$ cat src/rtl/odc_pkg.sv
`timescale 1ns / 1ps
`default_nettype none

package odc_pkg;

    localparam int SAMPLE_W  = 24;
    localparam int PROD_W    = 2 * SAMPLE_W;
    localparam int ADD_W     = PROD_W + 2;
    localparam int SUM_W     = 64;
    localparam int IDX_W     = 16;
    localparam int PCOUNT_W  = IDX_W + 1;
    localparam int MODE_W    = 2;
    localparam int CFG_IDX_W = 2;
    localparam int NUM_SUMS  = 5;

    localparam int SUM_DENS = 0;
    localparam int SUM_TAU  = 4;

    localparam logic [CFG_IDX_W-1:0] REG_DENSITY_MODE = CFG_IDX_W'(0);
    localparam logic [CFG_IDX_W-1:0] REG_POINT_COUNT  = CFG_IDX_W'(1);

    localparam logic [MODE_W-1:0] MODE_PLAIN = MODE_W'(0);
    localparam logic [MODE_W-1:0] MODE_GRAD  = MODE_W'(1);
    localparam logic [MODE_W-1:0] MODE_TAU   = MODE_W'(2);

    typedef logic [3:0][SAMPLE_W-1:0]       sample_vec_t;
    typedef logic [NUM_SUMS-1:0][ADD_W-1:0] addend_vec_t;
    typedef logic [NUM_SUMS-1:0][SUM_W-1:0] sum_vec_t;

    typedef struct packed {
        logic consume;
        logic last;
    } acc_ctrl_t;

    typedef struct packed {
        sum_vec_t         sums;
        logic             clip;
        logic [IDX_W-1:0] index;
    } point_total_t;

    typedef struct packed {
        logic [SUM_W-1:0] value;
        logic             clip;
    } sat_t;

    // b is already sign-extended to SUM_W+1 bits
    function automatic sat_t sat_add(logic [SUM_W-1:0] a, logic [SUM_W:0] b);
        logic [SUM_W:0] s;
        sat_t           r;
        s      = {a[SUM_W-1], a} + b;
        r.clip = s[SUM_W] ^ s[SUM_W-1];
        if (r.clip)
        begin
            r.value = s[SUM_W] ? {1'b1, {(SUM_W-1){1'b0}}} : {1'b0, {(SUM_W-1){1'b1}}};
        end
        else
        begin
            r.value = s[SUM_W-1:0];
        end
        return r;
    endfunction

endpackage

`default_nettype wire

$ cat src/rtl/odc_out.sv
`timescale 1ns / 1ps
`default_nettype none

module odc_out
    import odc_pkg::*;
(
    input  wire logic              clk,
    input  wire logic              load,
    input  wire logic [MODE_W-1:0] mode,
    input  wire point_total_t      total,
    output logic [SUM_W-1:0]       density,
    output logic [SUM_W-1:0]       grad_x,
    output logic [SUM_W-1:0]       grad_y,
    output logic [SUM_W-1:0]       grad_z,
    output logic [SUM_W-1:0]       tau,
    output logic [IDX_W-1:0]       point_index,
    output logic                   saturated
);

    sat_t             dbl [4];
    logic             dbl_clip;
    sum_vec_t         res_next;
    logic             sat_next;
    sum_vec_t         res_reg;
    logic [IDX_W-1:0] index_reg;
    logic             sat_reg;

    always_comb
    begin
        dbl_clip = 1'b0;
        for (int i = 0; i < 4; i++)
        begin
            dbl[i]   = sat_add(total.sums[i], {total.sums[i][SUM_W-1], total.sums[i]});
            dbl_clip = dbl_clip | dbl[i].clip;
        end
    end

    always_comb
    begin
        res_next = '0;
        sat_next = total.clip;
        unique case (mode)
            MODE_PLAIN:
            begin
                res_next[SUM_DENS] = total.sums[SUM_DENS];
            end
            MODE_GRAD:
            begin
                for (int i = 0; i < 4; i++)
                begin
                    res_next[i] = dbl[i].value;
                end
                sat_next = total.clip | dbl_clip;
            end
            default:
            begin
                for (int i = 0; i < 4; i++)
                begin
                    res_next[i] = dbl[i].value;
                end
                res_next[SUM_TAU] = total.sums[SUM_TAU];
                sat_next = total.clip | dbl_clip;
            end
        endcase
    end

    always_ff @(posedge clk)
    begin
        if (load)
        begin
            res_reg   <= res_next;
            index_reg <= total.index;
            sat_reg   <= sat_next;
        end
    end

    assign density     = res_reg[SUM_DENS];
    assign grad_x      = res_reg[1];
    assign grad_y      = res_reg[2];
    assign grad_z      = res_reg[3];
    assign tau         = res_reg[SUM_TAU];
    assign point_index = index_reg;
    assign saturated   = sat_reg;

endmodule

`default_nettype wire

$ cat config.mk
export PLATFORM = sky130hd
export DESIGN_NAME = odc_out
export DESIGN_NICKNAME = d
export VERILOG_FILES = /design/src/rtl/odc_pkg.sv /design/src/rtl/odc_out.sv
export SDC_FILE = /design/constraint.sdc
export NUM_CORES = 1
export LEC_CHECK = 0
export BUFFER_PORTS_ARGS = -buffer_cell sky130_fd_sc_hd__buf_2
export CAP_MARGIN = 10
export CORE_AREA = 2 2 265 267
export DETAILED_ROUTE_END_ITERATION = 12
export DIE_AREA = 0 0 267 269
export PLACE_DENSITY = 0.45
export SLEW_MARGIN = 10
export SYNTH_ARGS = -nofsm -noshare
export SYNTH_HDL_FRONTEND = slang
export SYNTH_SLANG_ARGS = --single-unit
$ cat constraint.sdc
create_clock -name clk -period 3.3 [get_ports clk]
set_input_delay 0.495 -clock clk [delete_from_list [all_inputs] [get_ports clk]]
set_output_delay 0.495 -clock clk [all_outputs]
set_load 0.02 [all_outputs]
==> impl_results.md <==
- Status: finished clean
- Detailed Place HPWL: 36.26 mm
- Max clock buf depth: 3
- # clock sinks: 337
- Mapped Area: between 10000 and 15000 µm²
- Yosys cell types: 22
- Final non-filler cell total: ~2700
- Min cycle time layout: a little under 2 ns
- Ys Warns: 0
- Placed Cells: roughly 2600
- Tcrit/Tclk final: 0.5882
- Clock-pin slew on the worst setup and hold paths: about 0.06 ns
- Nature of the critical path startpoint: input port
- Synth Area per Inst: 13.10 µm²
- Area Overhead vs Synth: 38.44%
- VDD IR-drop max: approximately 290 µV
- Class of the worst hold path: in -> reg
- Critical path class: in -> reg
- IO Pins: roughly 680
- Setup-failing EPs final: 0
- Gate count of the mapped netlist: 1099
- Max Clock Freq: about 520 MHz
- Worst Tran Pin Value: approximately 0.87 ns
- Switching part of the total: 0.2855
- Largest net degree at the start of global routing: 104
- Number of port buffers: ~680
- PostCTS Resize Cnt: 0
- Net Sw Power: about 3.3 mW
- Hold-fix buffer count after cts: 0
- Tot GR Track Use: 0.1320
- First-pass GRT wire length: 71.91 mm
- Die area: roughly 72000 µm²
- Post-Route WL: ~50 mm
- DRT Pass-1 Iters: 7
- Drt drc: 0
- Slew Limit Fails: 0
- Root buffer cell: clkbuf_16
- Iter 0 DRT Violations: around 560
- Initial Utilization: 0.2077
- Routed vias: roughly 11000
- #FFs+latches synth: 337
- P per Cell Area: just under 600 nW/µm²
- Gpl congestion: between 0.8 and 0.9
- RSZ-0062 raised after global routing: false
- Crit. End Element: flip-flop
- Pint: approximately 8.4 mW
- Nets@finish: approximately 2100
- Fin. Hold Viols: 0
- Maxcap violations: 0
- Vias in the first global route: around 12000
- Row cnt: between 90 and 100
- Logic pwr share: 0.182
- # Post-CTS Setup Buffers: 0
- Clock power share: 0.360
- H-tree Lvls: 2
- Setup tns final: 0 ns
- Worst EP arrival: 2.21 ns
- Drt wl/cell: 18.59 µm
- Share of layout cells above drive strength 1: 0.4675
- Num CTS Buffers: between 40 and 50
- Die span in x: approximately 270 µm
- Sequential-to-total area share from yosys stat: 0.7031
- GRT Residual Overflow: 0
- Synthesized Nets: 1449
- Initial antenna violation count: 19
- CTS tree: done
- Via density: around 4.2
- Core Box Area: 69300 µm²
- Remaining antenna violation count: 0
- P_leak: 8.023 nW
- WHS: roughly 0.11 ns
- Die Y: roughly 270 µm
- Sequential share of power: 0.458
- Max Fanout on Critical Path: 31
- Final core utilization: 0.2875
- Data required, critical path: ~3.6 ns
- Max-slew headroom: 0.4176
## power by group through the flow
stage	combinational, mW	sequential [mW]	clock [mW]
6_report	2.13	5.37	4.21
5_1_grt	2.30	5.41	4.54
4_1_cts	2.18	5.38	4.39
3_5_place_dp	2.17	5.46	0
3_3_place_gp	2.16	5.45	0
2_1_floorplan	0.632	6.03	0
## cell families (layout without fill, tap and decap cells)
logic type	after synthesis	in the layout	share of synthesized area
flip-flops	337	337	0.7031
AND/OR/NAND/NOR	422	422	0.1359
adder cells (fa/ha/maj)	9	9	0.007824
other	0	8	0
buffers and inverters	110	778	0.04425
AO/OA/AOI/OAI	220	220	0.1082
multiplexers	1	1	0.0007823
## area by class of cell
| type | instances | area [µm²] |
|---|---|---|
| repair buffers | 705 | 3724 |
| diodes | 8 | 20.02 |
| flip-flops and latches | 337 | 10120 |
| clock inverters | 15 | 113.9 |
| well taps | 940 | 1176 |
| multi-input cells | 652 | 3662 |
| inverters | 5 | 18.77 |
| clock buffers | 53 | 1092 |
| fillers | 7293 | 49370 |
## path summary, 6_finish.rpt
kind / startpoint / to / slack, ns / cells after the start
max: total[272] / grad_z[2]$_SDFFCE_PP0P_ / 1.36 / 5
min: total[3] / point_index[3]$_DFFE_PP_ / 0.11 / 1
## state kept, by name, summed over array words and instances, names as in the netlist
signal       cells
density         64
grad_x          64
grad_y          64
grad_z          64
point_index     16
saturated        1
tau             64
## routing by layer
metal	vias up	part of all wire	track usage
met1	5456	0.38	0.1438
met2	445	0.50	0.2314
met4	16	0.027	0.04585
li1	5261	-	-
met5	-	0.0022	0
met3	90	0.095	0.05388
## per-stage QoR
step                      cell area, µm²  power, mW  setup slack (ns)
after floorplan                    14390      6.665             1.525
after global placement             18700      7.610            0.8345
after detailed placement           18700      7.634            0.8066
after CTS                          19910      11.94             1.407
after global routing               19920      12.26             1.272
final                              19930      11.71             1.359
## synth_stat cells (all sizes together)
master | instances | share of area
edfxtp | 337 | 0.70
nand2 | 217 | 0.057
a21oi | 155 | 0.054
nor3 | 93 | 0.032
and2 | 64 | 0.028
buf | 64 | 0.032
a31oi | 62 | 0.053
clkbuf | 41 | 0.011
nor2b | 32 | 0.014
nor2 | 10 | 0.0026
ha | 9 | 0.0078
inv | 5 | 0.0013
or2 | 5 | 0.0022
a21o | 1 | 0.00052
mux2 | 1 | 0.00078
nand4 | 1 | 0.00043
o21ai | 1 | 0.00035
o22ai | 1 | 0.00043
## critical path, cell delays in order
cell	delay, ns
buf_2	0.12
ha_2	0.32
or2_2	0.65
buf_4	0.42
a21oi_1	0.13
## cell usage in the layout, fill, tap and decap left out, types with 2 or more instances in the layout
| cell type | n |
|---|---|
| clkbuf_16 | 42 |
| and2_1 | 64 |
| edfxtp_1 | 337 |
| a31oi_1 | 2 |
| nor2_1 | 9 |
| buf_4 | 20 |
| nor3_1 | 93 |
| or2_2 | 2 |
| or2_4 | 2 |
| a31oi_2 | 60 |
| diode_2 | 8 |
| ha_1 | 5 |
| nor2b_1 | 31 |
| nand2_1 | 217 |
| a21oi_1 | 155 |
| buf_2 | 675 |
| clkinv_2 | 3 |
| inv_1 | 5 |
| clkbuf_1 | 11 |
| inv_6 | 2 |
| clkinv_1 | 7 |
| buf_12 | 9 |
| ha_2 | 4 |
(Power assumes the default switching activity.)
