[src/rtl/odc_pkg.sv]
`timescale 1ns / 1ps
`default_nettype none

package odc_pkg;

    localparam int SAMPLE_W  = 24;
    localparam int PROD_W    = 2 * SAMPLE_W;
    localparam int ADD_W     = PROD_W + 2;
    localparam int SUM_W     = 64;
    localparam int IDX_W     = 16;
    localparam int PCOUNT_W  = IDX_W + 1;
    localparam int MODE_W    = 2;
    localparam int CFG_IDX_W = 2;
    localparam int NUM_SUMS  = 5;

    localparam int SUM_DENS = 0;
    localparam int SUM_TAU  = 4;

    localparam logic [CFG_IDX_W-1:0] REG_DENSITY_MODE = CFG_IDX_W'(0);
    localparam logic [CFG_IDX_W-1:0] REG_POINT_COUNT  = CFG_IDX_W'(1);

    localparam logic [MODE_W-1:0] MODE_PLAIN = MODE_W'(0);
    localparam logic [MODE_W-1:0] MODE_GRAD  = MODE_W'(1);
    localparam logic [MODE_W-1:0] MODE_TAU   = MODE_W'(2);

    typedef logic [3:0][SAMPLE_W-1:0]       sample_vec_t;
    typedef logic [NUM_SUMS-1:0][ADD_W-1:0] addend_vec_t;
    typedef logic [NUM_SUMS-1:0][SUM_W-1:0] sum_vec_t;

    typedef struct packed {
        logic consume;
        logic last;
    } acc_ctrl_t;

    typedef struct packed {
        sum_vec_t         sums;
        logic             clip;
        logic [IDX_W-1:0] index;
    } point_total_t;

    typedef struct packed {
        logic [SUM_W-1:0] value;
        logic             clip;
    } sat_t;

    // b is already sign-extended to SUM_W+1 bits
    function automatic sat_t sat_add(logic [SUM_W-1:0] a, logic [SUM_W:0] b);
        logic [SUM_W:0] s;
        sat_t           r;
        s      = {a[SUM_W-1], a} + b;
        r.clip = s[SUM_W] ^ s[SUM_W-1];
        if (r.clip)
        begin
            r.value = s[SUM_W] ? {1'b1, {(SUM_W-1){1'b0}}} : {1'b0, {(SUM_W-1){1'b1}}};
        end
        else
        begin
            r.value = s[SUM_W-1:0];
        end
        return r;
    endfunction

endpackage

`default_nettype wire

[src/rtl/odc_accum.sv]
`timescale 1ns / 1ps
`default_nettype none

module odc_accum
    import odc_pkg::*;
(
    input  wire logic                clk,
    input  wire logic                rst_n,
    input  wire acc_ctrl_t           ctrl,
    input  wire addend_vec_t         addend,
    input  wire logic [PCOUNT_W-1:0] point_count,
    output point_total_t             total
);

    sum_vec_t           sum_reg;
    sum_vec_t           sum_add;
    logic               clip_reg;
    logic               any_clip;
    logic [IDX_W-1:0]   cnt_reg;
    logic [IDX_W-1:0]   cnt_next;
    logic [PCOUNT_W-1:0] cnt_inc;
    sat_t               r [NUM_SUMS];
    point_total_t       total_reg;

    always_comb
    begin
        any_clip = 1'b0;
        for (int i = 0; i < NUM_SUMS; i++)
        begin
            r[i] = sat_add(sum_reg[i],
                           {{(SUM_W+1-ADD_W){addend[i][ADD_W-1]}}, addend[i]});
            sum_add[i] = r[i].value;
            any_clip   = any_clip | r[i].clip;
        end
    end

    // wrap to zero at point_count (zero acts as one) or past the index range
    always_comb
    begin
        cnt_inc = {1'b0, cnt_reg} + PCOUNT_W'(1);
        if (cnt_inc >= point_count || cnt_inc[IDX_W])
        begin
            cnt_next = '0;
        end
        else
        begin
            cnt_next = cnt_inc[IDX_W-1:0];
        end
    end

    always_ff @(posedge clk or negedge rst_n)
    begin
        if (!rst_n)
        begin
            sum_reg  <= '0;
            clip_reg <= 1'b0;
            cnt_reg  <= '0;
        end
        else if (ctrl.consume)
        begin
            if (ctrl.last)
            begin
                sum_reg  <= '0;
                clip_reg <= 1'b0;
                cnt_reg  <= cnt_next;
            end
            else
            begin
                sum_reg  <= sum_add;
                clip_reg <= clip_reg | any_clip;
            end
        end
    end

    always_ff @(posedge clk)
    begin
        if (ctrl.consume && ctrl.last)
        begin
            total_reg.sums  <= sum_add;
            total_reg.clip  <= clip_reg | any_clip;
            total_reg.index <= cnt_reg;
        end
    end

    assign total = total_reg;

endmodule

`default_nettype wire

[config.mk]
export PLATFORM = sky130hd
export DESIGN_NAME = odc_accum
export DESIGN_NICKNAME = d
export VERILOG_FILES = /design/src/rtl/odc_pkg.sv /design/src/rtl/odc_accum.sv
export SDC_FILE = /design/constraint.sdc
export NUM_CORES = 2
export LEC_CHECK = 0
export BUFFER_PORTS_ARGS = -buffer_cell sky130_fd_sc_hd__clkbuf_2
export CORE_MARGIN = 2
export CORE_UTILIZATION = 59
export CTS_CLUSTER_SIZE = 25
export DETAILED_ROUTE_END_ITERATION = 6
export PLACE_DENSITY = 0.78
export SLEW_MARGIN = 20
export SYNTH_ARGS = -nofsm -noshare
export SYNTH_HDL_FRONTEND = slang
export SYNTH_SLANG_ARGS = --single-unit
[constraint.sdc]
create_clock -name clk -period 5.6 [get_ports clk]
set_input_delay 0.28 -clock clk [delete_from_list [all_inputs] [get_ports clk]]
set_output_delay 0.28 -clock clk [all_outputs]
set_load 0.05 [all_outputs]
==> parameters.txt <==
Parameter                              Value

Min path
  Worst hold path depth    3
  Endpoint, Worst Hold    total[145]
  Beginning of the worst hold path    addend[100]
  Class of the tightest hold or removal check    input port to register

CTS
  Worst-Skew Late Latency    between 0.6 and 0.7 ns
  Clock Root Buffer    sky130_fd_sc_hd__clkbuf_16
  Number of buffers on the longest clock path    3
  Post-CTS Resized    0
  Clock tree from TritonCTS    built
  Number of H-tree branching levels    3
  Post-CTS clock slew at the launch and capture registers of the worst setup and hold paths    approximately 0.060 ns
  Sinks on the clock net    a little under 700
  TritonCTS Buffers    78

Route
  Iteration-0 DRC Markers    roughly 3,500
  DRC viols    0
  Met3 Wirelength    11,100 µm
  Vias per inst    around 6.4
  Total via count in the routed design    between 30,000 and 40,000
  Met2 Routed Length    around 61,000 µm
  Routed metal-1 wire length    approximately 56,000 µm
  WL/cell    roughly 22 µm
  Uppermost layer routed    met5
  Wire length reported by the detailed router    about 130,000 µm
  Post-detailed-route count of antenna-violating nets    0
  First drt pass iteration count    6

Global routing
  Number of antenna violations at the first check in global routing    18
  Pin count of the biggest net entering global routing    128
  Tot GR Track Use    33.3%
  Vias in the first global route    37,400
  Total global routing overflow    0
  Wire length of the first global-routing pass    approximately 210,000 µm

Place
  Post-detailed-placement cell area    between 0.04 and 0.05 mm²
  Placed cell count    approximately 6,000
  Detailed placer's ending HPWL    slightly below 100,000 µm
  Number of I/O port buffers    607
  Routability congestion estimate    between 0.9 and 1
  Placement-stage worst setup slack    ~0.34 ns

STA
  Final period utilization    between 90% and 100%
  Crit path time final    ~5.3 ns
  Final Hold Violating Endpoints    0
  Setup slack of the critical path after layout    0.259 ns
  Headroom to the max-slew limit    between 30% and 40%
  Total of endpoints with negative setup slack in the final report    0
  Number of pins exceeding their max-slew limit in the final report    0
  Top achievable clock speed    approximately 0.19 GHz
  Worst Max-Slew Pin Slew    1.02 ns
  Minimum hold slack    ~0.12 ns
  Clock skew    ~0.038 ns
  Unrepaired setup endpoints after global routing    no

Finish
  Total non-filler cell area in the finished layout    about 0.051 mm²
  Layout cell share with drive strength beyond 1    between 15 and 20%
  Layout-stage area growth over the synthesis result    13.8%
  Post-Route Utilization    67.6%
  Fillers    between 6,000 and 7,000
  Number of nets in the layout    5,706
  Number of standard cells in the final layout excluding fillers    approximately 6,100
  Max FFs per register    between 300 and 400

Power and ir drop
  Clock share of power    14.2%
  Switching fraction of total power    49.9%
  Power per cell area    approximately 730 mW/mm²
  Sequential fraction of design power    24.9%
  Maximum resistive drop on vdd    just under 600 µV
  Standby leakage power    around 23 nW
  Internal cell power    around 19 mW
  Share of total power in combinational logic    around three fifths
  Switching component of the power    18.7 mW

Worst setup path
  Startpoint type of the worst setup path    register
  Kind of critical path    register to register
  Cell with the biggest individual delay on the critical path    sky130_fd_sc_hd__o31ai_1
  Top Family by Delay on Critical Path    compound AO/OA/AOI/OAI gates
  Sort of element at the end of the critical path    register
  Critical-path maximum fanout    40
  R2R depth    17
  CP peak stage delay    between 0.4 and 0.5 ns
  Crit path required time    between 5 and 6 ns
  CP cell instances    ha_1 -> a211o_1 -> o211ai_1 -> a211oi_1 -> o31ai_1 -> a21oi_1 -> or2_1 -> a31oi_1 -> o21ai_1 -> a31oi_1 -> mux2_2 -> nand2_1 -> ha_4 -> inv_1 -> or2_4 -> buf_12 -> o21ai_0
  Arrival time worst endpoint    5.67 ns
  Worst R2R End    total[118]
  Minimum setup slack among reg-to-reg paths    0.26 ns
  Buffering stage count on the worst path with inverters included    2
  Beginning of the worst register-to-register path    sum_reg[65]
  Top cell by count, worst path    sky130_fd_sc_hd__a31oi_1

Logic synthesis
  Post-synth top area share    22.5%
  Post-synth top area cell    sky130_fd_sc_hd__edfxtp_1
  Ranking of synthesized cells by area    sky130_fd_sc_hd__edfxtp_1, sky130_fd_sc_hd__dfrtp_1, sky130_fd_sc_hd__ha_1
  Netlist area before placement    approximately 0.045 mm²
  Async S/R FF share, synth    ~50%
  Number of synthesized register bits    between 600 and 700
  Number of instances in the synthesized netlist    between 4,000 and 5,000
  Avg Synthesized Cell Area    roughly 9.7 µm²
  Syn Nets    between 5,000 and 6,000
  Main flop type after synthesis    sky130_fd_sc_hd__edfxtp_1
  Number of synthesized flops with an enable pin    roughly 340
  Synth warnings    0
  Distinct cells, synth    110
  Sequential-to-total area share from yosys stat    a little over 40%

Floorplan
  Initial Util    59.4%
  Site row count    roughly 100
  Die X    280 µm
  Die Span Y    ~280 µm
  Total Die Area    about 0.078 mm²
  Area of the core    about 0.076 mm²
  Boundary pin count    between 600 and 700

Run status
  Outcome    finished clean

Run
  Max-cap viol count    0
-- cell usage after synthesis, types with 23 or more instances --
cell type                    n
sky130_fd_sc_hd__a22o_1    127
sky130_fd_sc_hd__a21oi_1   423
sky130_fd_sc_hd__ha_1      344
sky130_fd_sc_hd__nor2_1    226
sky130_fd_sc_hd__nor3_1     45
sky130_fd_sc_hd__o221ai_1  112
sky130_fd_sc_hd__dfrtp_1   337
sky130_fd_sc_hd__and3_1     28
sky130_fd_sc_hd__nand2_1   348
sky130_fd_sc_hd__inv_1     253
sky130_fd_sc_hd__nand2b_1   44
sky130_fd_sc_hd__o21ai_0   308
sky130_fd_sc_hd__xnor2_1   193
sky130_fd_sc_hd__o21ai_1    73
sky130_fd_sc_hd__nand4_1   113
sky130_fd_sc_hd__o21bai_1   80
sky130_fd_sc_hd__a31oi_1    46
sky130_fd_sc_hd__nor2b_1    23
sky130_fd_sc_hd__buf_2      58
sky130_fd_sc_hd__edfxtp_1  337
sky130_fd_sc_hd__a211oi_1   29
sky130_fd_sc_hd__nand3_1    63
sky130_fd_sc_hd__xor2_1    125
sky130_fd_sc_hd__clkbuf_1  186
sky130_fd_sc_hd__o21ai_2    93
sky130_fd_sc_hd__o21a_1     27
sky130_fd_sc_hd__a21o_1    190
-- tightest hold or removal path, stage by stage --
cell and delay (ns):
sky130_fd_sc_hd__clkbuf_2 0.09, sky130_fd_sc_hd__ha_1 0.13, sky130_fd_sc_hd__o21a_1 0.13
-- timing repair --
item | CTS | global route
hold endpoints to repair | 62 | 0
endpoints found under the setup margin | 0 | 26
buffers inserted | 0 | 0
hold buffers | 1 | 0
-- layout make-up --
class,instances,area (µm²),share of cell area (%)
clock buffer,93,2100,4.10
multi-input combinational,3427,24200,47.3
clock inverter,52,586,1.14
timing repair buffer,651,3470,6.79
sequential,674,18600,36.3
tap,978,1220,2.39
antenna,16,40.0,0.0783
inverter,254,962,1.88
-- logic make-up after synthesis --
logic type	synth area share (%)
AOI/OAI and AO/OA	26.6
xor gates and xnor gates	6.23
adders and majority gates	9.79
buffers and inverters	5.04
DFF	41.3
muxes	0.312
and+or+nand+nor	10.8
-- layer usage --
layer | global-route usage (%) | vias to the layer above
li1 | - | 18200
met1 | 44.7 | 18900
met2 | 52.0 | 1594
met3 | 6.70 | 321
met4 | 15.6 | 10
met5 | 0 | -
-- worst max-delay path by stage --
stage	cells after the start	start	endpoint
2_1_floorplan	2	ctrl[1]	total[0]
3_3_place_gp	19	addend[54]	sum_reg[126]
3_5_place_dp	19	addend[54]	sum_reg[126]
4_1_cts	17	sum_reg[68]	total[118]
5_1_grt	17	sum_reg[68]	sum_reg[118]
6_report	17	sum_reg[65]	total[118]
-- through the flow --
step	TNS [ns]	total power [mW]
3_5_place_dp	0	31.8
4_1_cts	0	37.3
5_1_grt	0	39.8
6_report	0	37.6
2_1_floorplan	-71.20	26.5
3_3_place_gp	0	31.4
-- cells in the final DEF, fill, tap and decap left out, drive strengths merged, types with 46 or more instances in the layout --
master  count
o21ai     475
o221ai    130
inv       256
nand4     113
a31oi      48
xor2      125
nand3      63
nand2b     49
a21o      191
nor2      226
a21oi     434
dfrtp     337
o21bai     81
xnor2     194
clkbuf    698
nor3       46
nand2     360
a22o      127
ha        344
edfxtp    337
-- power by group through the flow --
stage | Combinational (mW) | Sequential [mW] | Clock, mW
4_1_cts | 22.6 | 9.35 | 5.41
2_1_floorplan | 13.9 | 12.6 | 0
3_5_place_dp | 22.4 | 9.40 | 0
6_report | 22.9 | 9.37 | 5.34
3_3_place_gp | 22.0 | 9.37 | 0
5_1_grt | 24.6 | 9.54 | 5.60
Note: power is estimated with default switching activity, not from simulation.
